**src/rtl/epf_pkg.sv**
```systemverilog
`default_nettype none
package epf_pkg;

  localparam int CNT_W  = 10;
  localparam int PER_W  = 30;
  localparam int DUTY_W = 29;

  localparam int DIV_STEPS = PER_W;

  localparam int unsigned TIME_BASE_DEF = 1000000000;

  localparam logic [CNT_W-1:0]  START_COUNT     = CNT_W'(10);
  localparam logic [CNT_W-1:0]  RESET_MAX_COUNT = CNT_W'(500);
  localparam logic [PER_W-1:0]  START_PERIOD    = PER_W'(100000000);

endpackage
`default_nettype wire

```
**src/rtl/epf_if.sv**
```systemverilog
`default_nettype none
interface epf_in_if;
  logic valid;
  logic ready;
  logic line_a;
  logic line_b;

  modport source (output valid, output line_a, output line_b, input ready);
  modport sink   (input valid, input line_a, input line_b, output ready);
endinterface

interface epf_out_if;
  logic                        valid;
  logic                        ready;
  logic [epf_pkg::CNT_W-1:0]   count;
  logic [epf_pkg::PER_W-1:0]   period_ns;
  logic [epf_pkg::DUTY_W-1:0]  duty_ns;
  logic                        updated;

  modport source (output valid, output count, output period_ns, output duty_ns,
                  output updated, input ready);
  modport sink   (input valid, input count, input period_ns, input duty_ns,
                  input updated, output ready);
endinterface

interface epf_cfg_if;
  logic                      valid;
  logic                      ready;
  logic [epf_pkg::CNT_W-1:0] max_count;

  modport source (output valid, output max_count, input ready);
  modport sink   (input valid, input max_count, output ready);
endinterface
`default_nettype wire

```
**src/rtl/epf_divider.sv**
```systemverilog
`default_nettype none
module epf_divider #(
  parameter int unsigned TIME_BASE = epf_pkg::TIME_BASE_DEF
) (
  input  wire logic                      clk,
  input  wire logic                      rst,
  input  wire logic                      start,
  input  wire logic [epf_pkg::CNT_W-1:0] divisor,
  output logic                           done,
  output logic [epf_pkg::PER_W-1:0]      quotient
);
  import epf_pkg::*;

  localparam int STEP_W = $clog2(DIV_STEPS);
  localparam logic [PER_W-1:0] DIVIDEND = PER_W'(TIME_BASE);

  logic              busy;
  logic [STEP_W-1:0] step;
  logic [CNT_W-1:0]  rem;
  logic [CNT_W-1:0]  dvs;
  logic [PER_W-1:0]  quo;

  logic [CNT_W:0]    trial;
  logic [CNT_W:0]    diff;
  logic              fits;

  // restoring division, one quotient bit per cycle
  always_comb begin
    trial = {rem, quo[PER_W-1]};
    diff  = trial - {1'b0, dvs};
    fits  = trial >= {1'b0, dvs};
  end

  always_ff @(posedge clk) begin
    if (rst) begin
      busy <= 1'b0;
      done <= 1'b0;
    end else begin
      done <= 1'b0;
      if (start) begin
        busy <= 1'b1;
        step <= STEP_W'(DIV_STEPS - 1);
        rem  <= '0;
        dvs  <= divisor;
        quo  <= DIVIDEND;
      end else if (busy) begin
        rem <= fits ? diff[CNT_W-1:0] : trial[CNT_W-1:0];
        quo <= {quo[PER_W-2:0], fits};
        if (step == '0) begin
          busy <= 1'b0;
          done <= 1'b1;
        end else begin
          step <= step - 1'b1;
        end
      end
    end
  end

  assign quotient = quo;

endmodule
`default_nettype wire

```
**src/rtl/encoder_to_pwm_frequency_unit.sv**
```systemverilog
`default_nettype none
// channel  dir  payload                              handshake
// enc      in   line_a, line_b                       valid/ready
// res      out  count, period_ns, duty_ns, updated   valid/ready
// cfg      in   max_count                            valid/ready, always ready
//
// A word that reloads a nonzero count is accepted, runs through the bit-serial
// divider (30 quotient bits, then done) and then loads the output. Other words
// skip the divider. The next word is accepted while a result waits.
// Synchronous reset restores count 10, period 100000000, max_count 500.
// A stalled result holds only the output register; enc stalls once a second
// result is ready behind it.
module encoder_to_pwm_frequency_unit #(
  parameter int unsigned TIME_BASE = epf_pkg::TIME_BASE_DEF
) (
  input wire logic clk,
  input wire logic rst,
  epf_in_if.sink   enc,
  epf_out_if.source res,
  epf_cfg_if.sink  cfg
);
  import epf_pkg::*;

  typedef enum logic [1:0] {S_IDLE, S_DIV, S_PUSH} state_t;

  state_t            state;
  logic [CNT_W-1:0]  max_count;
  logic              prev_a;
  logic              primed;
  logic [CNT_W-1:0]  enc_count;
  logic [CNT_W-1:0]  last_applied;
  logic [PER_W-1:0]  period_reg;
  logic [DUTY_W-1:0] duty_reg;
  logic              upd;

  logic [CNT_W:0]    step_n;
  logic [CNT_W-1:0]  clamped;
  logic              changed;
  logic              div_start;
  logic              div_done;
  logic [PER_W-1:0]  div_quo;

  always_comb begin
    step_n = {1'b0, enc_count};
    if (enc.line_a && !prev_a) begin
      if (enc.line_b != enc.line_a) begin
        step_n = {1'b0, enc_count} + 1'b1;
      end else if (enc_count != '0) begin
        step_n = {1'b0, enc_count} - 1'b1;
      end
    end
    changed = step_n != {1'b0, last_applied};
    clamped = (step_n > {1'b0, max_count}) ? max_count : step_n[CNT_W-1:0];
  end

  assign enc.ready = (state == S_IDLE);
  assign cfg.ready = 1'b1;
  assign div_start = (state == S_IDLE) && enc.valid && primed && changed && (clamped != '0);

  epf_divider #(.TIME_BASE(TIME_BASE)) u_div (
    .clk      (clk),
    .rst      (rst),
    .start    (div_start),
    .divisor  (clamped),
    .done     (div_done),
    .quotient (div_quo)
  );

  always_ff @(posedge clk) begin
    if (rst) begin
      state        <= S_IDLE;
      max_count    <= RESET_MAX_COUNT;
      prev_a       <= 1'b0;
      primed       <= 1'b0;
      enc_count    <= START_COUNT;
      last_applied <= '0;
      period_reg   <= START_PERIOD;
      duty_reg     <= '0;
      upd          <= 1'b0;
      res.valid    <= 1'b0;
    end else begin
      if (cfg.valid) begin
        max_count <= cfg.max_count;
      end
      if (res.valid && res.ready && state != S_PUSH) begin
        res.valid <= 1'b0;
      end
      case (state)
        S_IDLE: begin
          if (enc.valid) begin
            prev_a <= enc.line_a;
            primed <= 1'b1;
            upd    <= primed && changed;
            state  <= div_start ? S_DIV : S_PUSH;
            if (primed) begin
              if (changed) begin
                enc_count    <= clamped;
                last_applied <= clamped;
                if (clamped == '0) begin
                  duty_reg <= '0;
                end
              end else begin
                enc_count <= step_n[CNT_W-1:0];
              end
            end
          end
        end
        S_DIV: begin
          if (div_done) begin
            period_reg <= div_quo;
            duty_reg   <= DUTY_W'(div_quo >> 1);
            state      <= S_PUSH;
          end
        end
        S_PUSH: begin
          if (!res.valid || res.ready) begin
            res.valid     <= 1'b1;
            res.count     <= enc_count;
            res.period_ns <= period_reg;
            res.duty_ns   <= duty_reg;
            res.updated   <= upd;
            state         <= S_IDLE;
          end
        end
        default: state <= S_IDLE;
      endcase
    end
  end

  a_done_in_div: assert property (@(posedge clk) disable iff (rst)
    div_done |-> state == S_DIV)
    else $error("divider finished outside division state");

  a_div_nonzero: assert property (@(posedge clk) disable iff (rst)
    state == S_DIV |-> enc_count != '0 && upd)
    else $error("division running for a zero count");

  a_zero_off: assert property (@(posedge clk) disable iff (rst)
    (state == S_PUSH && upd && enc_count == '0) |-> duty_reg == '0)
    else $error("zero count left duty on");

  a_applied: assert property (@(posedge clk) disable iff (rst)
    (state == S_PUSH && upd) |-> last_applied == enc_count)
    else $error("reload without matching applied count");

endmodule
`default_nettype wire
```
**src/flat_wrapper.sv**
```systemverilog
// flat-port wrapper written by rule: the top's interface ports become plain ports
module encoder_to_pwm_frequency_unit_flat import epf_pkg::*;
#(
  parameter int unsigned TIME_BASE = epf_pkg::TIME_BASE_DEF
)
  (clk, rst, enc_valid, enc_line_a, enc_line_b, enc_ready, res_valid, res_count, res_period_ns, res_duty_ns, res_updated, res_ready, cfg_valid, cfg_max_count, cfg_ready);
  epf_in_if enc_i ();
  epf_out_if res_i ();
  epf_cfg_if cfg_i ();
  input wire logic clk;
  input wire logic rst;
  input wire logic [$bits(enc_i.valid)-1:0] enc_valid;
  input wire logic [$bits(enc_i.line_a)-1:0] enc_line_a;
  input wire logic [$bits(enc_i.line_b)-1:0] enc_line_b;
  output wire logic [$bits(enc_i.ready)-1:0] enc_ready;
  output wire logic [$bits(res_i.valid)-1:0] res_valid;
  output wire logic [$bits(res_i.count)-1:0] res_count;
  output wire logic [$bits(res_i.period_ns)-1:0] res_period_ns;
  output wire logic [$bits(res_i.duty_ns)-1:0] res_duty_ns;
  output wire logic [$bits(res_i.updated)-1:0] res_updated;
  input wire logic [$bits(res_i.ready)-1:0] res_ready;
  input wire logic [$bits(cfg_i.valid)-1:0] cfg_valid;
  input wire logic [$bits(cfg_i.max_count)-1:0] cfg_max_count;
  output wire logic [$bits(cfg_i.ready)-1:0] cfg_ready;
  assign enc_i.valid = enc_valid;
  assign enc_i.line_a = enc_line_a;
  assign enc_i.line_b = enc_line_b;
  assign enc_ready = enc_i.ready;
  assign res_valid = res_i.valid;
  assign res_count = res_i.count;
  assign res_period_ns = res_i.period_ns;
  assign res_duty_ns = res_i.duty_ns;
  assign res_updated = res_i.updated;
  assign res_i.ready = res_ready;
  assign cfg_i.valid = cfg_valid;
  assign cfg_i.max_count = cfg_max_count;
  assign cfg_ready = cfg_i.ready;
  encoder_to_pwm_frequency_unit #(.TIME_BASE(TIME_BASE)) u_core (.clk(clk), .rst(rst), .enc(enc_i), .res(res_i), .cfg(cfg_i));
endmodule
```
**config.mk**
```make
export PLATFORM = sky130hd
export DESIGN_NAME = encoder_to_pwm_frequency_unit_flat
export DESIGN_NICKNAME = d
export VERILOG_FILES = /design/src/rtl/epf_pkg.sv /design/src/rtl/epf_if.sv /design/src/rtl/epf_divider.sv /design/src/rtl/encoder_to_pwm_frequency_unit.sv /design/src/flat_wrapper.sv
export SDC_FILE = /design/constraint.sdc
export NUM_CORES = 1
export LEC_CHECK = 0
export ABC_AREA = 1
export ABC_CLOCK_PERIOD_IN_PS = 7500
export BUFFER_PORTS_ARGS = -buffer_cell sky130_fd_sc_hd__buf_2
export CORE_ASPECT_RATIO = 0.7
export CORE_MARGIN = 4
export CORE_UTILIZATION = 55
export CTS_BUF_LIST = sky130_fd_sc_hd__clkbuf_2 sky130_fd_sc_hd__clkbuf_4 sky130_fd_sc_hd__clkbuf_8
export CTS_CLUSTER_SIZE = 14
export DETAILED_ROUTE_END_ITERATION = 10
export GPL_TIMING_DRIVEN = 0
export PLACE_DENSITY = 0.86
export SLEW_MARGIN = 20
export SYNTH_ARGS = -nofsm -noshare
export SYNTH_HDL_FRONTEND = slang
export SYNTH_HIERARCHICAL = 1
export SYNTH_SLANG_ARGS = --single-unit
```
**constraint.sdc**
```tcl
create_clock -name clk -period 7.5 [get_ports clk]
set_clock_uncertainty 0.1 [all_clocks]
set_input_delay 0 -clock clk [delete_from_list [all_inputs] [get_ports clk]]
set_output_delay 0 -clock clk [all_outputs]
set_load 0.02 [all_outputs]
```
### After elaboration in Yosys (flattened, before gate mapping)

Cells that the tools add are included.

* $add $sub $neg: 4
* $lt $le $gt $ge: 2
* eq/ne operators: 12
* mux-type cells: 28
* bitwise logic cells: 2
* reduce and logical (&&, ||, !) cells: 29

Operators by type and width (number)
* 2-to-1 mux 29 bit: 5
* case mux 29 bit (2 select lines): 1
* 2-to-1 mux 10 bit: 4
* 2-to-1 mux 11 bit: 3
* 2-to-1 mux 30 bit: 1
* nonzero test 10 bit: 2
* AND reduction 3 bit: 4
* adder 10 x 1 -> 11 bit (second input constant): 1
* greater-or-equal comparator 11 x 10 -> 1 bit: 1
* greater-than comparator 11 x 10 -> 1 bit: 1
* inequality test 11 x 10 -> 1 bit: 1
* subtractor 10 x 1 -> 11 bit (second input constant): 1
* zero test 10 bit: 1
* 2-to-1 mux 5 bit: 2
* inequality test 2 x 1 -> 1 bit (second input constant): 5
* subtractor 10 bit: 1
* logical AND 1 bit: 8
* 2-to-1 mux 2 bit: 4
* AND reduction 2 bit: 4
* 2-to-1 mux 1 bit: 7
* inequality test 2 bit (second input constant): 3
* case mux 2 bit (3 select lines): 1
* AND reduction 6 bit: 1
* zero test 5 bit: 1
* 11 further kinds: 14

* flip-flop bits (word level): 222
* input bits: 17
* output and inout bits: 73
* word-level logic and storage cells: 97

### Longest topological paths before layout

Gate-level depths: netlist of the first run.

* depth in word-level cells: 12
* gate-level depth with buffers: 33
* depth with buffers taken out: 31

### By module

Netlist of the first run, hierarchy kept.

By module, submodules not included
* encoder_to_pwm_frequency_unit: instances 1, cells each 749, area each 6729.0 um2, sequential area each 4003.8 um2
* epf_divider: instances 1, cells each 288, area each 2847.7 um2, sequential area each 1691.6 um2

### Worst setup path before layout of the first run

No wires, ideal clock.

* kind: reg-to-reg
* start: register u_core.state[0]
* end: register u_core.res.count[0] (enable)
* setup time: 671 ps
* arrival time: 7131 ps
* data required time: 6729 ps
* path slack: -402 ps
* stages on the path, launching flop included: 2
* buffers on the path: 0
* clock period less this slack: 7902 ps
* cell sequence: dfxtp_1 -> nor4_1

* word-level cells in the longest chain between the ends: 2

RTL lines
* start, declared: RTL line encoder_to_pwm_frequency_unit.sv:26 `state_t state;`
* start signal, assigned: RTL line encoder_to_pwm_frequency_unit.sv:94 `state <= div_start ? S_DIV : S_PUSH;`
* equality test 2 bit: RTL line encoder_to_pwm_frequency_unit.sv:88 `case (state)`
* AND reduction 3 bit (no source line)
* end signal, assigned: RTL line encoder_to_pwm_frequency_unit.sv:118 `res.count <= enc_count;`
* end, declared: RTL line epf_if.sv:20 `modport source (output valid, output count, output period_ns, output duty_ns,`

No other way between the ends.
A chain may end at the register's enable or synchronous reset.

### Worst setup path in the final report of the first run

* start: register u_core.enc_count[0]
* end: register u_core.u_div.dvs[7] (enable)

* word-level cells in the longest chain between the ends: 9
* elaborated cells on any way between the ends: 13
* classes of those cells: add/sub: 2; order compare: 1; eq/ne: 1; mux: 4; reduce/logical: 5

RTL lines
* start, declared: RTL line encoder_to_pwm_frequency_unit.sv:30 `logic [CNT_W-1:0] enc_count;`
* start signal, assigned: RTL line encoder_to_pwm_frequency_unit.sv:97 `enc_count <= clamped;`
* start signal, assigned: RTL line encoder_to_pwm_frequency_unit.sv:103 `enc_count <= step_n[CNT_W-1:0];`
* subtractor 10 x 1 -> 11 bit / nonzero test 10 bit (equally long branches): RTL line encoder_to_pwm_frequency_unit.sv:49, encoder_to_pwm_frequency_unit.sv:48
* 2-to-1 mux 11 bit: RTL line encoder_to_pwm_frequency_unit.sv:48 `end else if (enc_count != '0) begin`
* 2-to-1 mux 11 bit: RTL line encoder_to_pwm_frequency_unit.sv:46 `if (enc.line_b != enc.line_a) begin`
* 2-to-1 mux 11 bit (*): RTL line encoder_to_pwm_frequency_unit.sv:45 `if (enc.line_a && !prev_a) begin`
* greater-than comparator 11 x 10 -> 1 bit: RTL line encoder_to_pwm_frequency_unit.sv:53 `clamped = (step_n > {1'b0, max_count}) ? max_count : step_n[CNT_W-1:0];`
* 2-to-1 mux 10 bit (*): RTL line encoder_to_pwm_frequency_unit.sv:53
* named net u_core.clamped[8]: RTL line encoder_to_pwm_frequency_unit.sv:37 `logic [CNT_W-1:0] clamped;`
* nonzero test 10 bit (*): RTL line encoder_to_pwm_frequency_unit.sv:58 `assign div_start = (state == S_IDLE) && enc.valid && primed && changed && (clamped != '0);`
* logical AND 1 bit (*): RTL line encoder_to_pwm_frequency_unit.sv:58
* named net u_core.div_start: RTL line encoder_to_pwm_frequency_unit.sv:39 `logic div_start;`
* AND reduction 2 bit (no source line) (*)
* end signal, assigned: RTL line epf_divider.sv:44 `dvs <= divisor;`
* end, declared: RTL line epf_divider.sv:20 `logic [CNT_W-1:0] dvs;`

The timed path passes the listed nets; every way through them passes the cells marked *.

==> results of run 1 <==
[cell families after synthesis]
group	Yosys count	share of synthesized area, %
XOR/XNOR	3	0.274
AO/OA/AOI/OAI	122	7.17
AND/OR/NAND/NOR	502	22.9
other	1	0.0392
buffers and inverters	163	6.89
adder cells (fa/ha/maj)	24	3.21
flip-flops	222	59.5
[path summary, 6_finish.rpt]
kind              cells past startpoint            startpoint                       to  slack, ps
setup / recovery                     28   u_core/enc_count[0]      u_core/u_div/dvs[7]       1740
hold / removal                        8            enc_line_b      u_core/enc_count[0]        200
hold reg to reg                       0  u_core/period_reg[1]  u_core/res.period_ns[1]        330
setup reg to reg                     28   u_core/enc_count[0]      u_core/u_div/dvs[7]       1740
[metal layers]
layer,up-vias,GRT usage (%)
li1,3726,-
met4,0,5.98
met2,372,35.3
met3,41,4.88
met1,3529,32.7
met5,-,0
[stage by stage]
stage                     instances  hold slack [ps]  total power [uW]  cell area, sq um
after global routing           1461              247              2870             11500
after floorplan                1037            -22.9              1600              9580
after detailed placement       1363              128              1690             10400
after global placement         1356              120              1680             10300
after CTS                      1461              158              2760             11500
final                          1461              197              2740             11500
[cell type report]
class,count,area [sq um],share of cell area (%)
Buffer,31,159,1.38
Multi-Input combinational cell,652,3250,28.2
Timing Repair Buffer,131,888,7.72
Clock inverter,8,68.8,0.598
Tap cell,231,289,2.51
Inverter,132,500,4.35
Clock buffer,54,656,5.70
Sequential cell,222,5700,49.5
[worst max-delay path, delay by kind of cell (launching register included)]
kind / cells / cell delay, ps
AOI/OAI and AO/OA: 3 / 790
DFF: 1 / 470
adders and majority gates: 2 / 530
and+or+nand+nor: 16 / 2240
buffers and inverters: 7 / 1250
[what timing repair did]
item,CTS,global route
endpoints found under the hold margin,36,0
gates resized for setup,0,0
hold buffers,36,0
[power by group]
| part | switching, uW | leakage, uW | total [uW] | internal [uW] |
|---|---|---|---|---|
| clock | 458 | 0.000386 | 1050 | 593 |
| sequential | 22.8 | 0.00191 | 1360 | 1340 |
| combinational | 217 | 0.00267 | 329 | 112 |
| total | 698 | 0.00496 | 2740 | 2040 |
[cells in the mapped netlist (2+ instances only)]
cell type  count  area, sq um
nor2_2         7         43.8
o211ai_1       7         52.6
clkinv_1       3         11.3
nand2_1      297         1110
nand3_1       62          310
o2111ai_1      2         17.5
buf_4          2         15.0
nand2_2       19          119
buf_6          2         22.5
nor2_4         2         22.5
nor4_1         3         18.8
ha_1          23          288
inv_2          8         30.0
dfxtp_1       97         1940
xor2_1         2         17.5
a21oi_2       11         96.3
or2_2         13         81.3
o21ai_0       17         85.1
nand2_4        3         33.8
clkbuf_1      23         86.3
nand4_1        7         43.8
nor2_1        71          267
inv_1        120          450
nand3_2        2         20.0
nand3b_1       9         67.6
edfxtp_1     125         3750
buf_2          3         15.0
a21oi_1       76          380
o21ai_1        5         25.0
nor3_1         2         10.0
==> flow_metrics.tcl, run 1 <==
set metrics [dict create \
    die_y_microns 118 \
    htreeDepth 2 \
    criticalPathCategory "reg2reg" \
    cap_violations 0 \
    grt_max_degree 23 \
    overflow 0 \
    via_count 7668 \
    root_buffer "clkbuf_8" \
    synth_edf_count 125 \
    min_path_type "in2reg" \
    hpwl_microns 15300 \
    grt_pass1_vias 7552 \
    synthesis.area_sq_mm 0.00958 \
    cts_buffer_depth 3 \
    worstPathArrival_ps 5780 \
    clkSlewWorstSetupHoldPaths_ps 60 \
    routed_wl_microns 22600 \
    setup_viol 0 \
    start_util_pct 56.0 \
    ys_types 44 \
    core_area_sq_mm 0.0171 \
    max_freq_ghz 0.173 \
    max_stage_delay_ps 740 \
    power_density_mw_per_mm2 238 \
    cts_tree "built" \
    grt_pass1_wl_microns 37200 \
    fin_setup_tns_ps 0 \
    cts-buffers-inserted 35 \
    nets 1246 \
    run_status "finished, final reports clean" \
    yosys_warnings 6 \
    dp_slack_ps 1920 \
    slew_violations 0 \
    syn_to_final_growth_pct 20.1 \
    antenna_found_initial 0 \
    synth_nets 1078 \
    synthCells 1037 \
    die-area_sq_mm 0.0196 \
    fin_util_pct 67.2 \
    slew_headroom_pct 42.0 \
    gp_congestion 0.900 \
    synth_flop_cell "edfxtp_1" \
    ant_nets 0 \
    setup_ws_ps 1740 \
    ys_seq_area_share_pct 59.5 \
    port_buffers 88 \
    drive_above_1_share_pct 18.9 \
    n_fill_cell 1291 \
    firstDrtPassIters 5 \
    grtUsageTotal_pct 22.7 \
    cts_setup_buffers 0 \
    vias_per_cell 5.25 \
    avgRoutedWirePerCell_microns 15.5 \
    rsz0062_at_grt "no" \
    num_rows 40 \
    m1WireLength_microns 9980 \
    timing_hold_violations_final 0 \
    synth_seq_cells 222 \
    ir_worst_vdd_mv 0.185 \
    first_iter_violations 733 \
    route.met3.wl_microns 2180 \
    p_leak_uw 0.00496 \
    clk_latency_ps 500 \
    wl_met2_microns 10000 \
    required_ps 7520 \
    drc 0 \
    critPathSlowestCell "nor2_1" \
    worst_setup_path_end_kind "register" \
    max_slew.worst_pin.slew_ps 867 \
    cts.sinks 222 \
    io_pins 90 \
    die_w_microns 166 \
    crit_path_max_fanout 10 \
    period_share_pct 76.9 \
    period_minus_slack_ps 5760 \
    layout_common_cells "297 x nand2_1, 125 x edfxtp_1, 120 x inv_1" \
    cp-start-kind "register" \
    antenna_cells 0 \
    syn_area_per_cell_sq_um 9.23 \
    routed.top_layer "met4" \
    final_common_cell "nand2_1" \
    crit_top_cell "nand2_1" \
    synth_async_sr_flop_share_pct 0 \
]
(Power assumes the default switching activity.)
==> inputs of run 2 (changes only) <==
--- a/config.mk
+++ b/config.mk
@@ -6,16 +6,16 @@
 export NUM_CORES = 1
 export LEC_CHECK = 0
 export ABC_AREA = 1
-export ABC_CLOCK_PERIOD_IN_PS = 7500
+export ABC_CLOCK_PERIOD_IN_PS = 5700
 export BUFFER_PORTS_ARGS = -buffer_cell sky130_fd_sc_hd__buf_2
 export CORE_ASPECT_RATIO = 0.7
 export CORE_MARGIN = 4
-export CORE_UTILIZATION = 55
+export CORE_UTILIZATION = 61
 export CTS_BUF_LIST = sky130_fd_sc_hd__clkbuf_2 sky130_fd_sc_hd__clkbuf_4 sky130_fd_sc_hd__clkbuf_8
 export CTS_CLUSTER_SIZE = 14
 export DETAILED_ROUTE_END_ITERATION = 10
 export GPL_TIMING_DRIVEN = 0
-export PLACE_DENSITY = 0.86
+export PLACE_DENSITY = 0.9
 export SLEW_MARGIN = 20
 export SYNTH_ARGS = -nofsm -noshare
 export SYNTH_HDL_FRONTEND = slang
==> constraint.sdc (replaced) <==
create_clock -name clk -period 5.7 [get_ports clk]
set_clock_uncertainty 0.1 [all_clocks]
set_input_delay 0 -clock clk [delete_from_list [all_inputs] [get_ports clk]]
set_output_delay 0 -clock clk [all_outputs]
set_load 0.02 [all_outputs]
==> run 2 against run 1 <==
Flip-flop and latch count unchanged; sequential power up 32%; combinational power up 39%; critical endpoint is now u_core/u_div/dvs[2]; fmax up 5.1%; global-route usage up 4.6 points; power up 31%; highest routed layer unchanged; critical path type unchanged; worst setup slack worse by 1500 ps; sequential share of layout area up 0.054 points.
==> flow_metrics.tcl, run 2 (synthesis results as in run 1) <==
set metrics [dict create \
    run_status "finished, final reports clean" \
    r2r.worst_path.cells 29 \
    io_pins 90 \
    rsz0062_at_grt "no" \
    period_share_pct 96.2 \
    criticalPathCategory "reg2reg" \
    grt_max_degree 22 \
    cap_violations 0 \
    firstDrtPassIters 7 \
    gp_congestion 0.941 \
    grt_pass1_wl_microns 38800 \
    power_density_mw_per_mm2 312 \
    die-area_sq_mm 0.0178 \
    nets 1249 \
    root_buffer "clkbuf_8" \
    hpwl_microns 15700 \
    cts-buffers-inserted 34 \
    p_leak_uw 0.00497 \
    min_path_type "in2reg" \
    crit_end "u_core/u_div/dvs[2]" \
    crit_path_max_fanout 10 \
    r2r_end "u_core/u_div/dvs[2]" \
    fin_cells 1433 \
    antenna_cells 0 \
    fin_setup_tns_ps 0 \
    max_freq_ghz 0.182 \
    port_buffers 88 \
    rrSetupSlack_ps 220 \
    vias_per_cell 5.56 \
    start_util_pct 62.0 \
    r2r_start "u_core/enc_count[0]" \
    die_y_microns 113 \
    cts_buffer_depth 3 \
    clk_latency_ps 510 \
    clkSlewWorstSetupHoldPaths_ps 70 \
    max_stage_delay_ps 470 \
    setup_ws_ps 215 \
    antenna_found_initial 0 \
    overflow 0 \
    core_area_sq_mm 0.0155 \
    cts.sinks 222 \
    dpl.cell_count 1332 \
    htreeDepth 2 \
    cp-start-kind "register" \
    die_w_microns 158 \
    fin_util_pct 74.4 \
    slew_violations 0 \
    avgRoutedWirePerCell_microns 17.1 \
    first_iter_violations 1085 \
    timing_hold_violations_final 0 \
    worst_setup_path_end_kind "register" \
    drive_above_1_share_pct 19.2 \
    dp_slack_ps -12.5 \
    syn_to_final_growth_pct 20.0 \
    critPathSlowestCell "dfxtp_1" \
    ir_worst_vdd_mv 0.246 \
    layout_common_cells "297 x nand2_1, 125 x edfxtp_1, 120 x inv_1" \
    max_slew.worst_pin.slew_ps 742 \
    period_minus_slack_ps 5480 \
    cts_tree "built" \
    required_ps 5820 \
    grt_pass1_vias 7786 \
    setup_viol 0 \
    ant_nets 0 \
    final_common_cell "nand2_1" \
    cp-startpoint "u_core/enc_count[0]" \
    grtUsageTotal_pct 27.3 \
    via_count 7964 \
    slew_headroom_pct 50.5 \
    n_fill_cell 988 \
    drc 0 \
    num_rows 38 \
    crit_top_cell "nand2_1" \
    routed_wl_microns 24500 \
    worstPathArrival_ps 5600 \
]
==> run 2: layer usage <==
metal,share of wire [%],global-route usage [%]
met3,11,7.76
met5,0,0
met2,45,41.6
met4,2.5,8.77
met1,42,38.1
==> run 2: power breakdown <==
| part | total [uW] | switching (uW) | internal, uW |
|---|---|---|---|
| logic | 456 | 305 | 151 |
| registers | 1790 | 31.3 | 1760 |
| clock network | 1340 | 618 | 718 |
| total | 3580 | 954 | 2630 |
==> run 2: how the worst min path moves through the flow <==
stage,cells after the start,endpoint,start,slack (ps)
final,8,u_core/enc_count[0],enc_line_b,220
after detailed placement,3,u_core/max_count[5],cfg_max_count[5],120
after global routing,8,u_core/enc_count[0],enc_line_b,290
after global placement,3,u_core/max_count[5],cfg_max_count[5],120
after floorplan,1,u_core/u_div/done,rst,-20
after CTS,8,u_core/enc_count[0],enc_line_b,190
==> run 2: repair_timing <==
item,4_1_cts,5_1_grt
cloned,1,0
endpoints found under the setup margin,15,58
pin swaps,1,2
endpoints found under the hold margin,46,0
setup buffers,0,3
hold buffers,36,0
resized for setup,1,5
==> run 2: per-stage QoR <==
step / area [sq um] / hold slack (ps) / power [uW]
after floorplan: 9590 / -22.9 / 2100
after global placement: 10300 / 115 / 2210
after detailed placement: 10400 / 121 / 2230
after CTS: 11400 / 189 / 3570
after global routing: 11500 / 294 / 3730
final: 11500 / 219 / 3580
==> run 2: layout make-up <==
class	count	area, sq um	share of cell area [%]
multi-input cells	653	3280	28.5
repair buffers	134	920	8.00
inverters	132	500	4.35
flip-flops and latches	222	5700	49.6
well taps	200	250	2.18
plain buffers	31	160	1.39
clock buffers	51	633	5.51
clock inverters	10	57.6	0.501
==> run 2: worst max-delay path, delay by kind of cell, from the launching register on <==
kind | cells | cell delay [ps]
and+or+nand+nor | 16 | 1770
AOI/OAI and AO/OA | 3 | 750
adders and majority gates | 2 | 550
DFF | 1 | 470
buffers and inverters | 8 | 1540
==> inputs of run 3 (changes only) <==
--- a/config.mk
+++ b/config.mk
@@ -5,7 +5,6 @@
 export SDC_FILE = /design/constraint.sdc
 export NUM_CORES = 1
 export LEC_CHECK = 0
-export ABC_AREA = 1
 export ABC_CLOCK_PERIOD_IN_PS = 5700
 export BUFFER_PORTS_ARGS = -buffer_cell sky130_fd_sc_hd__buf_2
 export CORE_ASPECT_RATIO = 0.7
==> run 3 against run 2 <==
Synthesized area increased by 1.1%; via count decreased by 0.92%; sequential power about the same; die area rose by 1.1%; global-route usage grew 1.4 points; register-to-register slack worse by 160 ps; critical endpoint is now u_core/u_div/quotient[14]; largest cell class unchanged.
==> flow_metrics.tcl, run 3 <==
set metrics [dict create \
    htreeDepth 1 \
    io_pins 90 \
    cp-startpoint "u_core/enc_count[0]" \
    clkSlewWorstSetupHoldPaths_ps 70 \
    multi_input_area_sq_mm 0.00376 \
    firstDrtPassIters 5 \
    r2r_start "u_core/enc_count[0]" \
    hpwl_microns 17000 \
    synth_edf_count 125 \
    nets 1089 \
    yosys-top-cells-area "edfxtp_1 39%, dfxtp_1 20%, nand2_1 4.8%, ha_1 3.0%, nand3_1 2.8%" \
    avgRoutedWirePerCell_microns 20.7 \
    grt_pass1_wl_microns 40600 \
    max_slew.worst_pin.slew_ps 758 \
    slew_violations 0 \
    synth_async_sr_flop_share_pct 0 \
    synth_seq_cells 222 \
    synthCells 893 \
    num_rows 38 \
    final_area_sq_mm 0.0116 \
    drc 0 \
    synth_common_cells "125 x edfxtp_1, 123 x nand2_1, 97 x dfxtp_1" \
    synth_most_common_cell "edfxtp_1" \
    cts.sinks 222 \
    vias_per_cell 6.20 \
    period_share_pct 99.1 \
    p_leak_uw 0.00449 \
    cts-buffers-inserted 30 \
    n_fill_cell 962 \
    min_path_type "in2reg" \
    seqCellArea_sq_mm 0.00570 \
    yosys_warnings 6 \
    worst_setup_path_end_kind "register" \
    ys_types 74 \
    overflow 0 \
    antenna_cells 0 \
    grt_pass1_vias 7549 \
    power_density_mw_per_mm2 303 \
    start_util_pct 62.3 \
    die_y_microns 113 \
    synth_flop_cell "edfxtp_1" \
    worstPathArrival_ps 5850 \
    required_ps 5900 \
    cts_tree "built" \
    syn_to_final_growth_pct 19.4 \
    root_buffer "clkbuf_8" \
    syn_area_per_cell_sq_um 10.8 \
    timing_hold_violations_final 0 \
    period_minus_slack_ps 5650 \
    fin_util_pct 74.4 \
    cap_violations 0 \
    p_total_uw 3500 \
    ir_worst_vdd_mv 0.235 \
    run_status "finished, final reports clean" \
    core_area_sq_mm 0.0155 \
    ant_nets 0 \
    via_count 7891 \
    routed_wl_microns 26400 \
    synth_nets 934 \
    synthesis.area_sq_mm 0.00969 \
    ys_seq_area_share_pct 58.8 \
    grtUsageTotal_pct 28.6 \
    clk_latency_ps 550 \
    die-area_sq_mm 0.0180 \
    slew_headroom_pct 49.3 \
    drive_above_1_share_pct 21.6 \
    final_common_cell "edfxtp_1" \
    synth_top_area_share_pct 38.8 \
    gp_congestion 0.940 \
    antenna_found_initial 0 \
    cp-start-kind "register" \
    grt_max_degree 21 \
    dp_slack_ps -1200 \
    setup_ws_ps 51.6 \
    post_dp_cell_area_sq_mm 0.0105 \
    max_freq_ghz 0.177 \
    setup_viol 0 \
    die_w_microns 159 \
    min_from "cfg_valid" \
    criticalPathCategory "reg2reg" \
    yosys.area.top_type "edfxtp_1" \
    cts_buffer_depth 3 \
    crit_path_max_fanout 10 \
    port_buffers 87 \
    first_iter_violations 951 \
    layout_common_cells "125 x edfxtp_1, 123 x nand2_1, 96 x dfxtp_1" \
]
==> run 3: final cells by class <==
cell class	count	share of cell area (%)
Sequential cell	222	49.3
Inverter	39	1.30
Clock buffer	49	5.13
Tap cell	200	2.16
Timing Repair Buffer	120	6.88
Multi-Input combinational cell	585	32.5
Clock inverter	7	0.595
Buffer	50	2.13
==> run 3: cell families after synthesis <==
family          Yosys count  synth area share [%]
fa+ha+maj                24                  3.18
xor+xnor                 19                  1.87
other cells               1                0.0387
simple gates            350                  17.8
compound gates          158                  11.2
buf+inv                  89                  3.95
mux                      30                  3.18
flops                   222                  58.8
==> run 3: what timing repair did <==
action	CTS	global route
pin swaps	2	5
setup endpoints to repair	126	106
gates cloned	3	0
hold buffers	23	0
setup buffers	0	6
gates resized for setup	20	18
endpoints found under the hold margin	17	0
==> run 3: worst paths after layout <==
| check | cells past startpoint | to | slack (ps) |
|---|---|---|---|
| worst max-delay path | 17 | u_core/u_div/quotient[14] | 50 |
| worst min-delay path | 4 | u_core/max_count[7] | 30 |
| worst max register to register | 17 | u_core/u_div/quotient[14] | 50 |
| worst min register to register | 0 | u_core/res.period_ns[7] | 330 |
==> run 3: per-stage QoR <==
stage	setup TNS (ps)	hold WS [ps]	std cells
final	0	25.6	1272
after global routing	-173	97.9	1272
after CTS	0	5.08	1266
after detailed placement	-87330	130	1184
after global placement	-88490	123	1180
after floorplan	0	-27.2	893
==> run 3: metal layers <==
metal  routed length, microns  track usage (%)  part of all wire, %
met1                    10600             41.9                   40
met2                    12000             43.3                   45
met3                     3070             5.95                   12
met4                      760             9.20                  2.9
met5                        0                0                    0
==> run 3: power breakdown <==
part / switching (uW) / leakage, uW / internal, uW
Combinational: 271 / 0.00223 / 158
Clock: 582 / 0.000349 / 707
Sequential: 38.3 / 0.00191 / 1750
==> run 3: critical path: stages (launching register included) <==
cell      delay, ps
dfxtp_1         400
inv_1           140
ha_1            250
or3b_2          520
o311a_1         390
or2_4           290
ha_1            310
a21o_1          180
a21oi_1         210
or4b_2          650
a21boi_4        280
nand4b_1        140
o41a_1          440
nor2_2          190
nor2_1           70
clkbuf_4        220
clkbuf_2        240
or2_2           340
